--- config.mk ---
export PLATFORM = sky130hd
export DESIGN_NAME = kls_ctrl
export DESIGN_NICKNAME = d
export VERILOG_FILES = /design/src/hw/rtl/kls_pkg.sv /design/src/hw/rtl/kls_ctrl.sv
export SDC_FILE = /design/constraint.sdc
export NUM_CORES = 1
export LEC_CHECK = 0
export BUFFER_PORTS_ARGS = -buffer_cell sky130_fd_sc_hd__buf_2
export CAP_MARGIN = 15
export CORE_AREA = 2 2 39 41
export DETAILED_ROUTE_END_ITERATION = 8
export DIE_AREA = 0 0 41 43
export PLACE_DENSITY = 0.61
export SLEW_MARGIN = 15
export SYNTH_ARGS = -nofsm -noshare
export SYNTH_HDL_FRONTEND = slang
export SYNTH_SLANG_ARGS = --single-unit
--- constraint.sdc ---
create_clock -name clock -period 4.35 [get_ports clock]
set_input_delay 0.2175 -clock clock [delete_from_list [all_inputs] [get_ports clock]]
set_output_delay 0.2175 -clock clock [all_outputs]
set_load 0.01 [all_outputs]
--- src/hw/rtl/kls_pkg.sv ---
// Shared types, codes and widths for the keyframe linear sampler.
`timescale 1ns / 1ps

package kls_pkg;

   localparam int VAL_W   = 32;           // Q16.16 time and value width
   localparam int CMD_W   = 2;
   localparam int STAT_W  = 3;
   localparam int KT_W    = 7;            // key_total field width
   localparam int ALPHA_W = 16;           // unsigned Q0.16 blend factor
   localparam int DIV_W   = VAL_W + 1;    // time difference, one guard bit
   localparam int PROD_W  = DIV_W + ALPHA_W + 1;
   localparam int CSR_AW  = 4;
   localparam int CSR_DW  = 32;

   typedef enum logic [CMD_W-1:0] {
      CMD_CLEAR  = 2'd0,
      CMD_APPEND = 2'd1,
      CMD_SAMPLE = 2'd2
   } cmd_type;

   typedef enum logic [STAT_W-1:0] {
      ST_SAMPLE   = 3'd0,
      ST_FALLBACK = 3'd1,
      ST_APPENDED = 3'd2,
      ST_FULL     = 3'd3,
      ST_CLEARED  = 3'd4
   } status_type;

   typedef enum logic [1:0] {
      REG_FALLBACK_X = 2'd0,
      REG_FALLBACK_Y = 2'd1,
      REG_FALLBACK_Z = 2'd2
   } csr_idx_type;

   typedef enum logic [3:0] {
      S_IDLE,
      S_DISPATCH,
      S_FIRST,
      S_LAST,
      S_SCAN,
      S_DIV,
      S_MUL,
      S_ADD,
      S_OUT
   } state_type;

   typedef struct packed {
      logic signed [VAL_W-1:0] key_time;
      logic signed [VAL_W-1:0] x;
      logic signed [VAL_W-1:0] y;
      logic signed [VAL_W-1:0] z;
   } key_type;

   localparam int KEY_W = $bits(key_type);

   // controller to datapath strobes
   typedef struct packed {
      logic capture;
      logic do_clear;
      logic do_append;
      logic do_fallback;
      logic rd_first;
      logic take_first;
      logic rd_last;
      logic load_clamp;
      logic scan_start;
      logic rd_next;
      logic div_init;
      logic div_step;
      logic mul_step;
      logic add_step;
      logic out_load;
   } ctrl_cmd_type;

   // datapath to controller flags
   typedef struct packed {
      logic kind_clear;
      logic kind_append;
      logic empty;
      logic t_le;       // query time <= time of key on the read port
      logic t_ge;       // query time >= time of key on the read port
      logic div_last;
      logic comp_last;
      logic out_free;
   } dp_stat_type;

endpackage

--- src/hw/rtl/kls_ctrl.sv ---
// Sequencer for the keyframe sampler: dispatch, key scan, divide, blend.
`timescale 1ns / 1ps

module kls_ctrl import kls_pkg::*; (
   input  logic         clock,
   input  logic         reset,
   input  logic         req_valid,
   output logic         req_ready,
   input  dp_stat_type  stat,
   output ctrl_cmd_type cmd
);

   state_type state_ff, state_in;

   always_ff @(posedge clock) begin
      if (reset) begin
         state_ff <= S_IDLE;
      end else begin
         state_ff <= state_in;
      end
   end

   // next state
   always_comb begin
      state_in = state_ff;
      unique case (state_ff)
         S_IDLE: begin
            if (req_valid) state_in = S_DISPATCH;
         end
         S_DISPATCH: begin
            if (stat.kind_clear || stat.kind_append || stat.empty) state_in = S_OUT;
            else state_in = S_FIRST;
         end
         S_FIRST: begin
            if (stat.t_le) state_in = S_OUT;
            else state_in = S_LAST;
         end
         S_LAST: begin
            if (stat.t_ge) state_in = S_OUT;
            else state_in = S_SCAN;
         end
         S_SCAN: begin
            if (!stat.t_ge) state_in = S_DIV;
         end
         S_DIV: begin
            if (stat.div_last) state_in = S_MUL;
         end
         S_MUL: begin
            state_in = S_ADD;
         end
         S_ADD: begin
            if (stat.comp_last) state_in = S_OUT;
            else state_in = S_MUL;
         end
         S_OUT: begin
            if (stat.out_free) state_in = S_IDLE;
         end
         default: begin
            state_in = S_IDLE;
         end
      endcase
   end

   // outputs
   always_comb begin
      cmd       = '0;
      req_ready = 1'b0;
      unique case (state_ff)
         S_IDLE: begin
            req_ready   = 1'b1;
            cmd.capture = req_valid;
         end
         S_DISPATCH: begin
            if (stat.kind_clear) cmd.do_clear = 1'b1;
            else if (stat.kind_append) cmd.do_append = 1'b1;
            else if (stat.empty) cmd.do_fallback = 1'b1;
            else cmd.rd_first = 1'b1;
         end
         S_FIRST: begin
            cmd.take_first = 1'b1;
            if (stat.t_le) cmd.load_clamp = 1'b1;
            else cmd.rd_last = 1'b1;
         end
         S_LAST: begin
            if (stat.t_ge) cmd.load_clamp = 1'b1;
            else cmd.scan_start = 1'b1;
         end
         S_SCAN: begin
            if (!stat.t_ge) cmd.div_init = 1'b1;
            else cmd.rd_next = 1'b1;
         end
         S_DIV: begin
            cmd.div_step = 1'b1;
         end
         S_MUL: begin
            cmd.mul_step = 1'b1;
         end
         S_ADD: begin
            cmd.add_step = 1'b1;
         end
         S_OUT: begin
            cmd.out_load = stat.out_free;
         end
         default: begin
            cmd = '0;
         end
      endcase
   end

endmodule

==> flow_summary.yaml <==
run_status:
  status: "finished clean"
power_and_ir_drop:
  p_seq_share_pct: 34.8
  combPwrFrac_pct: 33.5
  power_frac_clock_pct: 31.7
  ir_drop_v: 0.000118
  power_switching_share_pct: 34.6
  p_sw_uw: 52.3
  powerDensity_nw_per_um2: 259
  intPower_uw: 98.7
  p_leak_nw: 0.274
sta:
  fmax_mhz: 482
  drv_slew: 0
  tightest_slew_ns: 0.491
  fin_skew_ns: 0.00464
  rsz0062_at_grt: "no"
  setup_viol: 0
  worst_slack_ns: 2.27
  fin_tns_setup_ns: 0
  max_slew_margin_pct: 67.2
  fin_crit_sh_pct: 47.7
  finalCriticalPeriod_ns: 2.08
  final_hold_viol_count: 0
floorplan:
  ios: 27
  fp.coreArea_um2: 1380
  dieArea_um2: 1760
  start_util_pct: 31.2
  die_w_um: 41
  row_count: 14
  die_h_um: 43
yosys:
  yosysTopAreaCell: "dfxtp_1"
  syn_inst: 55
  synth_area_leaders: "dfxtp_1 19%, nand2b_1 7.2%, nor4_1 5.8%"
  synth_top_area_share_pct: 18.6
  synth-seq-area-share_pct: 18.6
  synth_nets: 66
  yosys_warnings: 0
  ys_seq_elements: 4
  syn_avg_cell_area_um2: 7.85
  synth_cell_types: 30
  netlist_area_um2: 432
finish:
  top_register: "state_ff"
  nets: 93
  layout_common_cells: "26 x buf_2, 6 x nor2_1, 5 x nand2b_1, 4 x nor4_1, 4 x dfxtp_1"
  area_growth_pct: 35.1
  reg.largest.list: "state_ff x4"
  largest_reg_flops: 4
  final_common_cell: "buf_2"
  diodes: 0
  layout-drive-gt1-share_pct: 41.3
  fill_cells: 139
clocking:
  hold_buffers: 0
  postCtsResizedCells: 0
  cts_setup_buffers: 0
  cts_tree: "done"
  htreeDepth: 1
  numCtsBuffers: 3
  cts_buffer_depth: 2
  clock_latency_ns: 0.24
  cts.clk_slew.worst_paths_ns: 0.04
  clock_sink_count: 4
  root_buffer: "clkbuf_4"
detailed_routing:
  vias: 490
  drtIter0Drc: 12
  wire_per_inst_um: 11.3
  viasPerCell: 5.10
  drc: 0
  drtAntennaViolNets: 0
  firstDrtPassIters: 5
  routed_wl_mm: 1.08
worst_setup_path:
  slowest_delay_ns: 0.59
  crit_type: "reg2out"
  start_kind: "flop"
  r2r_setup_slack_ns: 2.65
  path_cells: "nor4b_4, or4b_4, inv_1, buf_2"
  cp-end-kind: "primary output"
  worst_path_max_delay_cell: "dfxtp_1"
  worstPathRequired_ns: 4.13
  critPathArrivalTime_ns: 1.86
  critPathMaxFanout: 15
job:
  drv_cap: 0
placed_design:
  place_congestion: 0.703
  dp.final_hpwl_um: 812
  port_buffers: 26
  dp_slack_ns: 2.52
grt:
  overflow: 0
  antenna_found_initial: 0
  track_usage_pct: 13.4
  grt_start_max_net_pins: 16
  grt_pass1_wl_mm: 1.61
  grt_pass1_vias: 384
hold_path:
  hp-class: "in2reg"
-- per-stage QoR --
| step | cell area, µm² | std cells | hold slack [ns] | total power, mW | utilization (%) |
|---|---|---|---|---|---|
| 6_report | 583 | 96 | 0.190 | 0.151 | 42.1 |
| 5_1_grt | 583 | 96 | 0.199 | 0.161 | 42.1 |
| 4_1_cts | 583 | 96 | 0.173 | 0.154 | 42.1 |
| 3_5_place_dp | 561 | 93 | 0.433 | 0.104 | 40.5 |
| 3_3_place_gp | 561 | 93 | 0.442 | 0.103 | 40.5 |
| 2_1_floorplan | 432 | 55 | 0.287 | 0.0863 | - |
-- power by group through the flow --
stage	Sequential, mW	Clock [mW]	Combinational [mW]
after CTS	0.0524	0.0500	0.0513
after detailed placement	0.0530	0	0.0509
final	0.0525	0.0479	0.0506
after floorplan	0.0445	0	0.0418
after global placement	0.0527	0	0.0504
after global routing	0.0539	0.0512	0.0562
-- cell families (layout without fill, tap and decap cells) --
family                 count (synthesis)  count (layout)  share of synthesized area (%)
buffers and inverters                  8              33                           8.40
and+or+nand+nor                       31              31                           48.7
DFF                                    4               4                           18.6
muxes                                  1               1                           2.61
AOI/OAI and AO/OA                     11              11                           21.7
-- worst max-delay path: cells and delay by family, from the launching register on --
family | cells | cell delay, ns
buffers and inverters | 2 | 0.18
and+or+nand+nor | 2 | 0.85
DFF | 1 | 0.59
-- per-layer routing --
| metal | vias to the layer above | global-route usage (%) | part of all wire, % |
|---|---|---|---|
| met5 | - | 0 | 0 |
| met2 | 21 | 17.2 | 42 |
| met4 | 0 | 8.00 | 1.2 |
| met3 | 2 | 5.24 | 9.6 |
| li1 | 262 | - | - |
| met1 | 205 | 18.2 | 47 |
-- synthesized netlist by cell type --
cell type and n:
mux2_1 1, nand3b_1 1, nor4b_4 1, nor4b_1 2, a21oi_1 1, dfxtp_1 4, a32oi_1 1, nand2_1 1
inv_2 1, or4b_4 1, or3_1 1, or4_1 2, nor3_1 1, nor2_1 6, a31oi_1 1, and3_1 2
and2_1 3, o31ai_1 2, o21ba_1 1, a2111oi_0 1, a311o_1 2, buf_2 2, clkbuf_1 1, a211oi_2 1
nand2b_1 5, inv_1 3, nor4_1 4, o21a_1 1, nor3b_1 1, buf_4 1
-- layout make-up --
class,instances,area [µm²],area share [%]
inverter,4,15.0,2.58
timing repair buffer,26,130,22.3
tap,16,20.0,3.43
multi-input combinational,43,315,54.1
clock buffer,3,22.5,3.86
sequential,4,80.1,13.7
-- path summary, 6_finish.rpt --
| path | start | endpoint | cells after the start |
|---|---|---|---|
| setup / recovery | state_ff[0] | cmd[10] | 4 |
| hold / removal | reset | state_ff[3] | 2 |
| setup reg to reg | state_ff[0] | state_ff[1] | 3 |
| hold reg to reg | state_ff[3] | state_ff[2] | 1 |
No activity file was read; power rests on OpenSTA's default activity.
